--- src/hw/rtl/bfa_pkg.sv ---
// Shared types, constants and helpers for the bitmap frame allocator.
`default_nettype none
package bfa_pkg;

  // Map geometry
  localparam int unsigned NumFrames   = 131072;
  localparam int unsigned MapWordBits = 64;
  localparam int unsigned FrameW      = $clog2(NumFrames);
  localparam int unsigned BitW        = $clog2(MapWordBits);
  localparam int unsigned MapWords    = NumFrames / MapWordBits;
  localparam int unsigned WordW       = FrameW - BitW;

  // Frame and field sizes
  localparam int unsigned FrameShift  = 12;
  localparam int unsigned CountW      = 32;
  localparam int unsigned FrameAddrW  = 29;
  localparam int unsigned BytesW      = 44;
  localparam logic [CountW-1:0] CountMax = '1;

  // Opcodes
  localparam logic [1:0] OpAlloc   = 2'd0;
  localparam logic [1:0] OpFree    = 2'd1;
  localparam logic [1:0] OpRelease = 2'd2;

  // Result status codes
  localparam logic [1:0] StDone     = 2'd0;
  localparam logic [1:0] StOom      = 2'd1;
  localparam logic [1:0] StNoChange = 2'd2;

  typedef struct packed {
    logic [1:0]  opcode;
    logic [63:0] address;
    logic [63:0] length;
    logic        region_usable;
  } in_item_t;

  typedef struct packed {
    logic [1:0]            status;
    logic [FrameAddrW-1:0] frame_address;
    logic [BytesW-1:0]     free_bytes;
    logic [BytesW-1:0]     total_bytes;
  } out_item_t;

  // Map memory access from the engine
  typedef struct packed {
    logic                   re;
    logic                   we;
    logic [WordW-1:0]       addr;
    logic [MapWordBits-1:0] wdata;
  } mem_req_t;

  // Lowest set bit position of a map word
  function automatic logic [BitW-1:0] first_one(input logic [MapWordBits-1:0] v);
    logic [BitW-1:0] pos;
    pos = '0;
    for (int i = MapWordBits - 1; i >= 0; i--) begin
      if (v[i]) pos = BitW'(i);
    end
    return pos;
  endfunction

endpackage
`default_nettype wire

--- src/hw/rtl/bfa_engine.sv ---
// Allocator sequencer: decodes an item, walks map words read-modify-write, keeps counters.
`default_nettype none
module bfa_engine (
  input  wire logic                        clk_i,
  input  wire logic                        rst_ni,
  input  wire logic                        init_done_i,
  input  wire logic                        in_valid_i,
  output logic                             in_ready_o,
  input  wire bfa_pkg::in_item_t           in_data_i,
  output logic                             res_valid_o,
  input  wire logic                        res_ready_i,
  output bfa_pkg::out_item_t               res_o,
  output bfa_pkg::mem_req_t                req_o,
  input  wire logic [bfa_pkg::MapWordBits-1:0] rdata_i
);

  localparam int unsigned MW = bfa_pkg::MapWordBits;
  localparam int unsigned FW = bfa_pkg::FrameW;
  localparam int unsigned BW = bfa_pkg::BitW;
  localparam int unsigned WW = bfa_pkg::WordW;

  typedef enum logic [6:0] {
    S_IDLE  = 7'b0000001,
    S_PREP1 = 7'b0000010,
    S_PREP2 = 7'b0000100,
    S_PREP3 = 7'b0001000,
    S_RD    = 7'b0010000,
    S_CHK   = 7'b0100000,
    S_DONE  = 7'b1000000
  } state_e;

  state_e state_q, state_d;

  bfa_pkg::in_item_t item_q, item_d;
  logic [63:0]       sum_q, sum_d;
  logic [63:0]       rem_q, rem_d;
  logic              empty_q, empty_d;
  logic [51:0]       first52_q, first52_d;
  logic [52:0]       endr_q, endr_d;
  logic [FW-1:0]     first_q, first_d;
  logic [FW-1:0]     last_q, last_d;
  logic [FW:0]       cnt_q, cnt_d;
  logic [WW-1:0]     word_q, word_d;
  logic [BW-1:0]     bit_q, bit_d;

  logic [bfa_pkg::CountW-1:0] free_q, free_d;
  logic [bfa_pkg::CountW-1:0] total_q, total_d;
  logic [FW-1:0]              high_q, high_d;
  logic [1:0]                 status_q, status_d;
  logic [FW-1:0]              fidx_q, fidx_d;

  // Combinational helpers
  logic [11:0]       low;
  logic [12:0]       adj;
  logic [64:0]       sum65;
  logic [64:0]       rem65;
  logic [52:0]       end_c;
  logic [MW-1:0]     ones;
  logic [BW-1:0]     lo_b, hi_b, ahi_b;
  logic [MW-1:0]     rmask, vmask, cand;
  logic [BW-1:0]     fbit;
  logic [bfa_pkg::CountW:0] free_sum, total_sum;
  logic [63:0]       fa64;

  always_comb begin
    ones   = '1;
    low    = item_q.address[11:0];
    adj    = (low != 12'd0) ? (13'd4096 - {1'b0, low}) : 13'd0;
    sum65  = {1'b0, item_q.address} + {52'd0, adj};
    rem65  = {1'b0, item_q.length} - {52'd0, adj};
    end_c  = (endr_q > 53'(bfa_pkg::NumFrames)) ? 53'(bfa_pkg::NumFrames) : endr_q;
    // Release clear mask within the current word
    lo_b   = (word_q == first_q[FW-1:BW]) ? first_q[BW-1:0] : '0;
    hi_b   = (word_q == last_q[FW-1:BW]) ? last_q[BW-1:0] : '1;
    rmask  = (ones << lo_b) & (ones >> (BW'(MW - 1) - hi_b));
    // Allocate search limit within the current word
    ahi_b  = (word_q == high_q[FW-1:BW]) ? high_q[BW-1:0] : '1;
    vmask  = ones >> (BW'(MW - 1) - ahi_b);
    cand   = ~rdata_i & vmask;
    fbit   = bfa_pkg::first_one(cand);
    free_sum  = {1'b0, free_q} + (bfa_pkg::CountW + 1)'(cnt_q);
    total_sum = {1'b0, total_q} + (bfa_pkg::CountW + 1)'(cnt_q);
  end

  // Sequencer
  always_comb begin
    state_d   = state_q;
    item_d    = item_q;
    sum_d     = sum_q;
    rem_d     = rem_q;
    empty_d   = empty_q;
    first52_d = first52_q;
    endr_d    = endr_q;
    first_d   = first_q;
    last_d    = last_q;
    cnt_d     = cnt_q;
    word_d    = word_q;
    bit_d     = bit_q;
    free_d    = free_q;
    total_d   = total_q;
    high_d    = high_q;
    status_d  = status_q;
    fidx_d    = fidx_q;
    req_o     = '0;
    req_o.addr = word_q;

    case (state_q)
      S_IDLE: begin
        if (in_valid_i && init_done_i) begin
          item_d  = in_data_i;
          state_d = S_PREP1;
        end
      end
      S_PREP1: begin
        status_d = bfa_pkg::StNoChange;
        fidx_d   = '0;
        sum_d    = sum65[63:0];
        rem_d    = rem65[63:0];
        empty_d  = sum65[64] || rem65[64];
        if (item_q.opcode == bfa_pkg::OpAlloc) begin
          word_d  = '0;
          state_d = S_RD;
        end else if (item_q.opcode == bfa_pkg::OpFree) begin
          if (item_q.address[63:12] < 52'(bfa_pkg::NumFrames)) begin
            word_d  = item_q.address[12 + FW - 1:12 + BW];
            bit_d   = item_q.address[12 + BW - 1:12];
            state_d = S_RD;
          end else begin
            state_d = S_DONE;
          end
        end else if (item_q.opcode == bfa_pkg::OpRelease && item_q.region_usable) begin
          state_d = S_PREP2;
        end else begin
          state_d = S_DONE;
        end
      end
      S_PREP2: begin
        first52_d = sum_q[63:12];
        endr_d    = {1'b0, sum_q[63:12]} + {1'b0, rem_q[63:12]};
        state_d   = S_PREP3;
      end
      S_PREP3: begin
        if (empty_q || ({1'b0, first52_q} >= end_c)) begin
          state_d = S_DONE;
        end else begin
          first_d = first52_q[FW-1:0];
          last_d  = FW'(end_c - 53'd1);
          cnt_d   = (FW + 1)'(end_c - {1'b0, first52_q});
          word_d  = first52_q[FW-1:BW];
          state_d = S_RD;
        end
      end
      S_RD: begin
        req_o.re = 1'b1;
        state_d  = S_CHK;
      end
      S_CHK: begin
        if (item_q.opcode == bfa_pkg::OpAlloc) begin
          if (cand != '0) begin
            req_o.we    = 1'b1;
            req_o.wdata = rdata_i | (MW'(1) << fbit);
            if (free_q != '0) free_d = free_q - 1'b1;
            fidx_d   = {word_q, fbit};
            status_d = bfa_pkg::StDone;
            state_d  = S_DONE;
          end else if (word_q == high_q[FW-1:BW]) begin
            status_d = bfa_pkg::StOom;
            state_d  = S_DONE;
          end else begin
            word_d  = word_q + 1'b1;
            state_d = S_RD;
          end
        end else if (item_q.opcode == bfa_pkg::OpFree) begin
          if (rdata_i[bit_q]) begin
            req_o.we    = 1'b1;
            req_o.wdata = rdata_i & ~(MW'(1) << bit_q);
            if (free_q != bfa_pkg::CountMax) free_d = free_q + 1'b1;
            status_d = bfa_pkg::StDone;
          end
          state_d = S_DONE;
        end else begin
          // Release sweep
          req_o.we    = 1'b1;
          req_o.wdata = rdata_i & ~rmask;
          if (word_q == last_q[FW-1:BW]) begin
            free_d   = free_sum[bfa_pkg::CountW] ? bfa_pkg::CountMax
                                                 : free_sum[bfa_pkg::CountW-1:0];
            total_d  = total_sum[bfa_pkg::CountW] ? bfa_pkg::CountMax
                                                  : total_sum[bfa_pkg::CountW-1:0];
            if (last_q > high_q) high_d = last_q;
            status_d = bfa_pkg::StDone;
            state_d  = S_DONE;
          end else begin
            word_d  = word_q + 1'b1;
            state_d = S_RD;
          end
        end
      end
      S_DONE: begin
        if (res_ready_i) state_d = S_IDLE;
      end
      default: state_d = S_IDLE;
    endcase
  end

  always_ff @(posedge clk_i or negedge rst_ni) begin
    if (!rst_ni) begin
      state_q <= S_IDLE;
      free_q  <= '0;
      total_q <= '0;
      high_q  <= '0;
    end else begin
      state_q <= state_d;
      free_q  <= free_d;
      total_q <= total_d;
      high_q  <= high_d;
    end
  end

  always_ff @(posedge clk_i) begin
    item_q    <= item_d;
    sum_q     <= sum_d;
    rem_q     <= rem_d;
    empty_q   <= empty_d;
    first52_q <= first52_d;
    endr_q    <= endr_d;
    first_q   <= first_d;
    last_q    <= last_d;
    cnt_q     <= cnt_d;
    word_q    <= word_d;
    bit_q     <= bit_d;
    status_q  <= status_d;
    fidx_q    <= fidx_d;
  end

  // Result
  always_comb begin
    fa64                = 64'(fidx_q) << bfa_pkg::FrameShift;
    in_ready_o          = (state_q == S_IDLE) && init_done_i;
    res_valid_o         = (state_q == S_DONE);
    res_o.status        = status_q;
    res_o.frame_address = fa64[bfa_pkg::FrameAddrW-1:0];
    res_o.free_bytes    = {free_q, 12'd0};
    res_o.total_bytes   = {total_q, 12'd0};
  end

endmodule
`default_nettype wire

--- config.mk ---
export PLATFORM = sky130hd
export DESIGN_NAME = bfa_engine
export DESIGN_NICKNAME = d
export VERILOG_FILES = /design/src/hw/rtl/bfa_pkg.sv /design/src/hw/rtl/bfa_engine.sv
export SDC_FILE = /design/constraint.sdc
export NUM_CORES = 1
export LEC_CHECK = 0
export ABC_CLOCK_PERIOD_IN_PS = 12700
export BUFFER_PORTS_ARGS = -buffer_cell sky130_fd_sc_hd__buf_2
export CAP_MARGIN = 10
export CELL_PAD_IN_SITES_DETAIL_PLACEMENT = 1
export CELL_PAD_IN_SITES_GLOBAL_PLACEMENT = 1
export CORE_MARGIN = 5
export CORE_UTILIZATION = 47
export DETAILED_ROUTE_END_ITERATION = 6
export GPL_TIMING_DRIVEN = 0
export PLACE_DENSITY_LB_ADDON = 0.1
export SLEW_MARGIN = 20
export SYNTH_ARGS = -nofsm -noshare
export SYNTH_HDL_FRONTEND = slang
export SYNTH_SLANG_ARGS = --single-unit
--- constraint.sdc ---
create_clock -name clk_i -period 12.7 [get_ports clk_i]
set_input_delay 2.54 -clock clk_i [delete_from_list [all_inputs] [get_ports clk_i]]
set_output_delay 2.54 -clock clk_i [all_outputs]
set_load 0.005 [all_outputs]
==> results.txt, run 1 <==
- Result of the run: finished clean
- The floorplan step defined a die boundary enclosing 0.08120 mm2.
- Via count of the first global-routing pass: 35780
- Clock slew seen by the registers of the worst setup and hold paths: 0.06 ns
- Half-perimeter wire length of the detailed placement result: 126500 um
- Part of the cycle the worst path needs: 81.51%
* Dominant synthesized flop cell: sky130_fd_sc_hd__edfxtp_1
* Total DRC errors in the routed layout: 0
- CTS built an H-tree with a depth of 2.
- Counting both buffers and inverters, the worst setup path holds a total of 4.
* Row Count: 100
- In this run the cell area measured after placement is 0.03917 mm2.
- Share of flip-flops with an asynchronous set or reset after synthesis: 17.02%
- After detailed routing, the total wire length is 167200 um.
- Sequential power share: 44.2%
* Mux share of post-synthesis cell area: 2.018%
- Most area-consuming cells after synthesis: sky130_fd_sc_hd__edfxtp_1 (36%), sky130_fd_sc_hd__ha_1 (7.2%), sky130_fd_sc_hd__dfrtp_1 (6.1%)
- In this run, the clock network consumes 37.2% of the power.
- During synthesis, Yosys emitted a total of 0 warnings.
* Crit. End Element: output port
- In this run the number of cells on the critical path is 15.
* Setup clock skew after layout: 0.08152 ns
- Counting along the longest clock path gives a buffer depth of 3.
- Setup violations remaining at the end of the flow were counted as 0.
- At the pin with the least slew margin, the transition time is 1.221 ns.
* Worst ir drop on vdd: 0.1380 mV
- Post-place setup slack: 3.205 ns
- Setup WS post-layout: 2.348 ns
- sky130_fd_sc_hd__edfxtp_1 takes more of the synthesized area than any other cell.
- The signal on the critical path passes through clkbuf_1, xnor2_1, nand4_1, nor4_1, a221oi_1, nor3_1, and4_1, buf_2, nand4_4, nand2_1, nor2_1, clkbuf_1, nand2_1, o21ai_0, buf_2.
- Critical path start-end classification: reg -> out
* Hold Violations, Final: 0
- Buffers inserted during clock tree synthesis total 60.
- Derived from the worst setup path, the maximum achievable clock frequency is 0.09660 GHz.
- Max-slew violations: 0
* Max_slew headroom: 17.83%
- At the later pin of the worst-skew pair, clock insertion delay measures 0.69 ns.
- In this run, synthesis inferred 429 flip-flops with an integrated enable.
- Tightest hold margin: 0.4659 ns
- Number of nets in the final layout: 4612
- Wire length per cell after detailed routing: 32.00 um
* Combinational share of power: 18.6%
* Die W: 285.0 um
* Initial antenna violation count: 4
- The worst hold path passes through 0 cells.
- Max-cap violations: 0
- Category of the worst setup path launch point: register
* Final cell count without fillers: 5225
* Maximum number of pins on one net before global-route repair: 69
* Buffer type at the clock tree root: sky130_fd_sc_hd__clkbuf_16
- Internal portion of total power: 3.270 mW
- The average instance in the mapped netlist occupies 9.629 um2.
* Time the worst path needs with I/O delays and setup: 10.35 ns
* Cts hold-fix bufs: 0
- Counting distinct cell types in the post-synthesis netlist gives 101.
- Length in cells of the worst reg-to-reg path: 23
- Summed over all nets, the switching power comes to 1.457 mW.
- The first global-routing pass estimated 243600 um of wire.
* Final weighted congestion of routability-driven global placement: 1.046
* Die height: 285.0 um
* Compound-Gate Fraction of Synth Area: 19.61%
- With fillers left out, the area of the finished cells amounts to 0.04113 mm2.
* Post-CTS resize count: 0
* Req. time, crit path: 10.16 ns
- Summing every instance area after synthesis gives 0.03553 mm2.
- The first routing iteration left 3937 violations.
* CTS tree: done
- Number of synthesized register bits: 517
- Fraction of the mapped netlist area in simple logic gates: 17.98%
* Remaining antenna violation count: 0
- Crit path largest cell delay: 1.22 ns
- Standard cell with the maximum stage delay on the critical path: sky130_fd_sc_hd__nor4_1
- Buffers added on ports: 357
- Synth top area share: 36.25%
* Main combinational cell family by area after synthesis: compound AO/OA/AOI/OAI gates
- In the final timing run, aggregate negative setup slack is 0 ns.
* Placed insts: 5110
- Post-CTS Setup Bufs: 0
- Initial DRT Pass Iterations: 6
* Portion of the post-synthesis area used by sequential elements: 42.46%
* Overflow left after global routing: 0
* Path category of the worst min-delay check: reg -> reg
- Launch point of the worst path: word_q[3]
* Starting density of the core: 47.57%
- Critical path arrival: 7.81 ns
- Family of cells with the greatest summed delay on the critical path: simple AND/OR/NAND/NOR gates
- Cell with the most instances after synthesis: sky130_fd_sc_hd__edfxtp_1
- Source of the worst hold timing path: sum_q[63]
- Core area: 0.07470 mm2
* Layout cells sized above 1: 15.75%
- The tree built by TritonCTS fans out to 517 sinks.
- After Yosys synthesis, XOR and XNOR cells account for 6.211% of the synthesized area.
- Routed via count: 35011
- Global routing consumed, over all layers together, 39.50% of the routing resources.
- Static leakage power: 16.08 nW
- The worst register-to-register path begins at endr_q[2].
- In the routed layout, each cell is associated on average with a via count of 6.701.
- Setup repair after global routing left no endpoint under its margin.
- Top cell types by occurrence after synthesis: sky130_fd_sc_hd__edfxtp_1 (429), sky130_fd_sc_hd__nand2_1 (292), sky130_fd_sc_hd__nor2_1 (277), sky130_fd_sc_hd__a21oi_1 (256), sky130_fd_sc_hd__o21ai_0 (246)
* Area Overhead vs Synth: 15.75%
- Switching share of power: 30.83%
* Largest fanout on the critical path: 10
* PwrDens: 115.0 mW/mm2
* Cell count after synthesis: 3690
- The completed layout was analyzed and its total power is 4.728 mW.
- Core Util, Final: 55.06%
- Ports placed on the boundary: 398
* Adder-cell share of the synthesized area: 7.444%
power groups by stage:
stage | Clock [mW] | Combinational (mW) | Sequential [mW]
2_1_floorplan | 0 | 0.499 | 2.09
3_3_place_gp | 0 | 0.762 | 2.14
3_5_place_dp | 0 | 0.826 | 2.12
4_1_cts | 1.77 | 0.854 | 2.09
5_1_grt | 1.85 | 0.930 | 2.10
6_report | 1.76 | 0.880 | 2.09
cell type report:
type | count | area (um2)
clock buffers | 82 | 1635
clock inverters | 31 | 307.8
flip-flops and latches | 517 | 15090
diodes | 2 | 5.005
inverters | 139 | 521.8
well taps | 969 | 1212
plain buffers | 203 | 993.5
multi-input cells | 2901 | 19250
repair buffers | 381 | 2115
fillers | 8499 | 33570
routing by layer:
layer | global-route usage (%) | share of wire, %
met5 | 0 | 0.014
met4 | 18.94 | 6.2
met3 | 7.420 | 9.2
met2 | 65.49 | 46
met1 | 50.07 | 38
cells in the final DEF (no fill, tap or decap), types with 19 or more instances in the layout:
cell type | netlist | final
sky130_fd_sc_hd__buf_2 | 16 | 373
sky130_fd_sc_hd__o22ai_1 | 19 | 19
sky130_fd_sc_hd__clkbuf_16 | 0 | 61
sky130_fd_sc_hd__o21ai_1 | 49 | 49
sky130_fd_sc_hd__buf_4 | 40 | 53
sky130_fd_sc_hd__clkbuf_1 | 128 | 146
sky130_fd_sc_hd__a21oi_1 | 256 | 256
sky130_fd_sc_hd__ha_1 | 205 | 205
sky130_fd_sc_hd__xnor2_1 | 134 | 134
sky130_fd_sc_hd__mux4_2 | 20 | 20
sky130_fd_sc_hd__nand2_1 | 292 | 292
sky130_fd_sc_hd__nand2b_1 | 36 | 35
sky130_fd_sc_hd__inv_1 | 136 | 136
sky130_fd_sc_hd__or3_1 | 44 | 44
sky130_fd_sc_hd__xor2_1 | 118 | 118
sky130_fd_sc_hd__and2_1 | 40 | 40
sky130_fd_sc_hd__a21o_1 | 73 | 73
sky130_fd_sc_hd__conb_1 | 2 | 72
sky130_fd_sc_hd__dfrtp_1 | 87 | 87
sky130_fd_sc_hd__a221o_1 | 25 | 25
sky130_fd_sc_hd__nor3_1 | 109 | 107
sky130_fd_sc_hd__o31ai_1 | 28 | 28
sky130_fd_sc_hd__edfxtp_1 | 429 | 429
sky130_fd_sc_hd__o21ai_0 | 246 | 246
sky130_fd_sc_hd__o21a_1 | 36 | 36
sky130_fd_sc_hd__nand3_1 | 143 | 143
sky130_fd_sc_hd__and3_1 | 55 | 54
sky130_fd_sc_hd__nor4_1 | 46 | 44
sky130_fd_sc_hd__a31oi_1 | 51 | 50
sky130_fd_sc_hd__a211oi_1 | 38 | 38
sky130_fd_sc_hd__nand4_1 | 48 | 48
sky130_fd_sc_hd__or2_2 | 26 | 26
sky130_fd_sc_hd__mux2_2 | 21 | 21
sky130_fd_sc_hd__nor2b_1 | 34 | 34
sky130_fd_sc_hd__nor2_1 | 277 | 276
sky130_fd_sc_hd__o211ai_1 | 26 | 26
state kept, by name, summed over array words and instances, names as in the netlist, 18 cells and up:
signal,count
cnt_q,18
rem_q,52
endr_q,53
sum_q,52
item_q,131
free_q,32
total_q,32
first52_q,52
final timing paths:
kind                                  to  slack (ns)
setup / recovery               req_o[31]        2.35
hold / removal             first52_q[51]        0.47
setup reg to reg               word_q[6]        4.22
hold reg to reg            first52_q[51]        0.47
max in group asynchronous     high_q[12]       10.23
min in group asynchronous     free_q[26]        1.72
kinds of logic (layout without fill, tap and decap cells):
family                     count (synthesis)  after routing
DFF                                      517            517
other                                      2             74
xor gates and xnor gates                 252            252
and+or+nand+nor                         1250           1250
muxes                                     44             44
buffers and inverters                    342            836
adders and majority gates                209            209
AOI/OAI and AO/OA                       1074           1074
Note: power is estimated with default switching activity, not from simulation.
==> run 2: changes to the inputs <==
--- a/config.mk
+++ b/config.mk
@@ -5,13 +5,13 @@
 export SDC_FILE = /design/constraint.sdc
 export NUM_CORES = 1
 export LEC_CHECK = 0
-export ABC_CLOCK_PERIOD_IN_PS = 12700
+export ABC_CLOCK_PERIOD_IN_PS = 8600
 export BUFFER_PORTS_ARGS = -buffer_cell sky130_fd_sc_hd__buf_2
 export CAP_MARGIN = 10
 export CELL_PAD_IN_SITES_DETAIL_PLACEMENT = 1
 export CELL_PAD_IN_SITES_GLOBAL_PLACEMENT = 1
 export CORE_MARGIN = 5
-export CORE_UTILIZATION = 47
+export CORE_UTILIZATION = 42
 export DETAILED_ROUTE_END_ITERATION = 6
 export GPL_TIMING_DRIVEN = 0
 export PLACE_DENSITY_LB_ADDON = 0.1
==> constraint.sdc (replaced) <==
create_clock -name clk_i -period 8.6 [get_ports clk_i]
set_input_delay 1.72 -clock clk_i [delete_from_list [all_inputs] [get_ports clk_i]]
set_output_delay 1.72 -clock clk_i [all_outputs]
set_load 0.005 [all_outputs]
==> run 2 against run 1 <==
Compared with the run above:
- die area is 11% higher
- clock power up 44%
- combinational power is 39% higher
- clock skew is 0.049 ns lower
- critical path type unchanged
- largest cell class unchanged
- largest power group unchanged
==> results.txt, run 2 (synthesis results as in run 1) <==
* Result of the run: finished clean (unchanged)
- The maximum clock skew at final layout is 0.03269 ns (was 0.08152 ns).
- Initial antenna violation count: 5 (was 4)
- Cts bufs inserted: 61 (was 60)
- Hold Violations, Final: 0 (unchanged)
* Setup TNS: 0 ns (unchanged)
- The critical setup path kind was reg -> out (unchanged).
* Initial DRT Pass Iterations: 7 (was 6)
* Placed insts: 5270 (was 5110)
- Endpoints failing setup: 0 (unchanged)
- Overflow left after global routing: 0 (unchanged)
* Area of the die: 0.09052 mm2 (was 0.08120 mm2)
- The final core utilization was 49.37% (was 55.06%).
* Final cell area excluding filler cells: 0.04138 mm2 (was 0.04113 mm2)
* Final cell count without fillers: 5387 (was 5225)
* Crit. End Element: output port (unchanged)
- Total DRC errors in the routed layout: 0 (unchanged)
* GRT Overall Usage: 32.90% (was 39.50%)
* Critical path arrival: 6.86 ns (was 7.81 ns)
- The highest net fanout along the worst path is 10 (unchanged).
- Maximum number of pins on one net before global-route repair: 66 (was 69)
- Die height: 300.9 um (was 285.0 um)
- Max_slew headroom: 19.43% (was 17.83%)
- Half-perimeter wire length of the detailed placement result: 121300 um (was 126500 um)
* Buffers added on ports: 357 (unchanged)
* Top library cells by usage in the layout, fill and taps aside: sky130_fd_sc_hd__edfxtp_1 (429), sky130_fd_sc_hd__buf_2 (373), sky130_fd_sc_hd__nand2_1 (291) (was sky130_fd_sc_hd__edfxtp_1 (429), sky130_fd_sc_hd__buf_2 (373), sky130_fd_sc_hd__nand2_1 (292))
- Post-place setup slack: 0.3182 ns (was 3.205 ns)
- Iter 0 DRT Violations: 3292 (was 3937)
* Global-route wire length before repair: 224100 um (was 243600 um)
* Die W: 300.9 um (was 285.0 um)
- Row Count: 106 (was 100)
- Biggest regs: item_q (131), endr_q (53) (unchanged).
- The leakage component of the power is 16.06 nW (was 16.08 nW).
- Unrepaired setup endpoints after global routing: no (unchanged)
- The layout net count came to 4612 (unchanged).
- Max-slew violations: 0 (unchanged)
* Reg with most FFs: item_q (unchanged)
* Clock Sink Count: 517 (unchanged)
* Slew of the pin with the lowest slew margin: 1.198 ns (was 1.221 ns)
- Final weighted congestion of routability-driven global placement: 1.028 (was 1.046)
- Tightest hold margin: 0.4595 ns (was 0.4659 ns)
- After layout, the minimum clock period comes to 8.581 ns.
- Clock slew seen by the registers of the worst setup and hold paths: 0.06 ns (about the same)
* Category of the worst setup path launch point: register (unchanged)
* Req. time, crit path: 6.88 ns (was 10.16 ns)
- The flip-flop count of the largest register, all copies and words added came to 131 (unchanged).
- Ports placed on the boundary: 398 (unchanged)
- Cts hold-fix bufs: 0 (unchanged)
- Worst ir drop on vdd: 0.2203 mV (was 0.1380 mV)
- Routed via count: 33282 (was 35011)
- The initial core utilization was 42.39% (was 47.57%).
* Wire length per cell after detailed routing: 28.58 um (was 32.00 um)
- The power density over the cells is 165.5 mW/mm2 (was 115.0 mW/mm2).
- Placement-stage cell area: 0.03936 mm2 (was 0.03917 mm2)
- Layout cells sized above 1: 16.02% (was 15.75%)
* Post-DR vias/cell: 6.178 (was 6.701)
- The clock network latency to the later pin of the worst-skew pair was 0.68 ns (was 0.69 ns).
- Of the available clock period, the critical path in the final layout requires 99.78%.
- The buffer type at the clock tree root is sky130_fd_sc_hd__clkbuf_16 (unchanged).
- Path category of the worst min-delay check: reg -> reg (unchanged)
- Routed wire length: 154000 um (was 167200 um)
- The most common library cell in the layout ignoring fill and taps is sky130_fd_sc_hd__edfxtp_1 (unchanged).
- Count of filler cells inserted in the layout: 9683 (was 8499)
- The number of routed nets with antenna violations was 0 (unchanged).
- Worst-case clock buffer depth: 3 (unchanged)
- H-tree depth: 2 (unchanged)
- Setup WS post-layout: 0.01916 ns (was 2.348 ns)
* CTS tree: done (unchanged)
* Max frequency: 0.1165 GHz
- Via count of the first global-routing pass: 33644 (was 35780)
* Pwr Total: 6.848 mW (was 4.728 mW)
* Core area: 0.08382 mm2 (was 0.07470 mm2)
* Max-cap violations: 0 (unchanged)
* Area Overhead vs Synth: 16.47% (was 15.75%)
run 2: cell types whose count changed in the layout (fill, tap and decap cells not counted), sizes merged:
cell,previous run,this run
clkinv,24,20
clkinvlp,0,4
clkbuf,211,208
inv,142,144
buf,455,454
bufinv,4,3
run 2: repair_timing:
| item | CTS | global route |
|---|---|---|
| endpoints found under the setup margin | 14 | 13 |
| buffers inserted | 4 | 0 |
| pin swaps | 1 | 1 |
| gates resized for setup | 5 | 5 |
run 2: area by class of cell:
class	count	area, um2	share of cell area, %
antenna	2	5.005	0.01209
buffer	203	996.0	2.407
tap	1134	1419	3.429
sequential	517	15090	36.45
clock inverter	32	301.5	0.7286
multi-input combinational	2901	19300	46.63
inverter	139	521.8	1.261
clock buffer	79	1644	3.973
timing repair buffer	380	2113	5.107
run 2: path summary, 6_finish.rpt:
check                                end  slack [ns]  cells past startpoint       from
min                        first52_q[33]        0.46                      0  sum_q[45]
min reg2reg                first52_q[33]        0.46                      0  sum_q[45]
max in group asynchronous    total_q[11]        6.98                      2     rst_ni
max reg2reg                    word_q[1]        0.97                     24  endr_q[2]
max                            req_o[31]        0.02                     15  word_q[5]
min in group asynchronous     free_q[27]        0.93                      1     rst_ni
run 2: report_power, final:
part           leakage (nW)  internal (mW)  switching [mW]
clock network         0.938           1.44            1.10
logic                  10.1          0.439           0.785
registers              5.04           2.93           0.147
run 2: critical path, stage by stage (launching register included):
cell and delay, ns:
sky130_fd_sc_hd__edfxtp_1 0.48, sky130_fd_sc_hd__clkbuf_1 0.31, sky130_fd_sc_hd__xnor2_1 0.36, sky130_fd_sc_hd__nand4_2 0.50
sky130_fd_sc_hd__nor3_4 0.60, sky130_fd_sc_hd__buf_2 0.46, sky130_fd_sc_hd__a221oi_1 0.18, sky130_fd_sc_hd__nor3_1 0.54
sky130_fd_sc_hd__nor3b_2 0.47, sky130_fd_sc_hd__nand4_4 0.39, sky130_fd_sc_hd__nand2_2 0.37, sky130_fd_sc_hd__nor2_1 0.12
sky130_fd_sc_hd__clkbuf_1 0.42, sky130_fd_sc_hd__nand2_1 0.39, sky130_fd_sc_hd__o21ai_0 0.33, sky130_fd_sc_hd__buf_2 0.23
run 2: metal layers:
| metal | global-route usage, % | vias to the layer above | routed length [um] |
|---|---|---|---|
| met2 | 53.37 | 1609 | 70010 |
| met4 | 14.09 | 0 | 8112 |
| li1 | - | 14872 | - |
| met3 | 5.422 | 371 | 12590 |
| met5 | 0 | - | 0 |
| met1 | 43.78 | 16430 | 63250 |
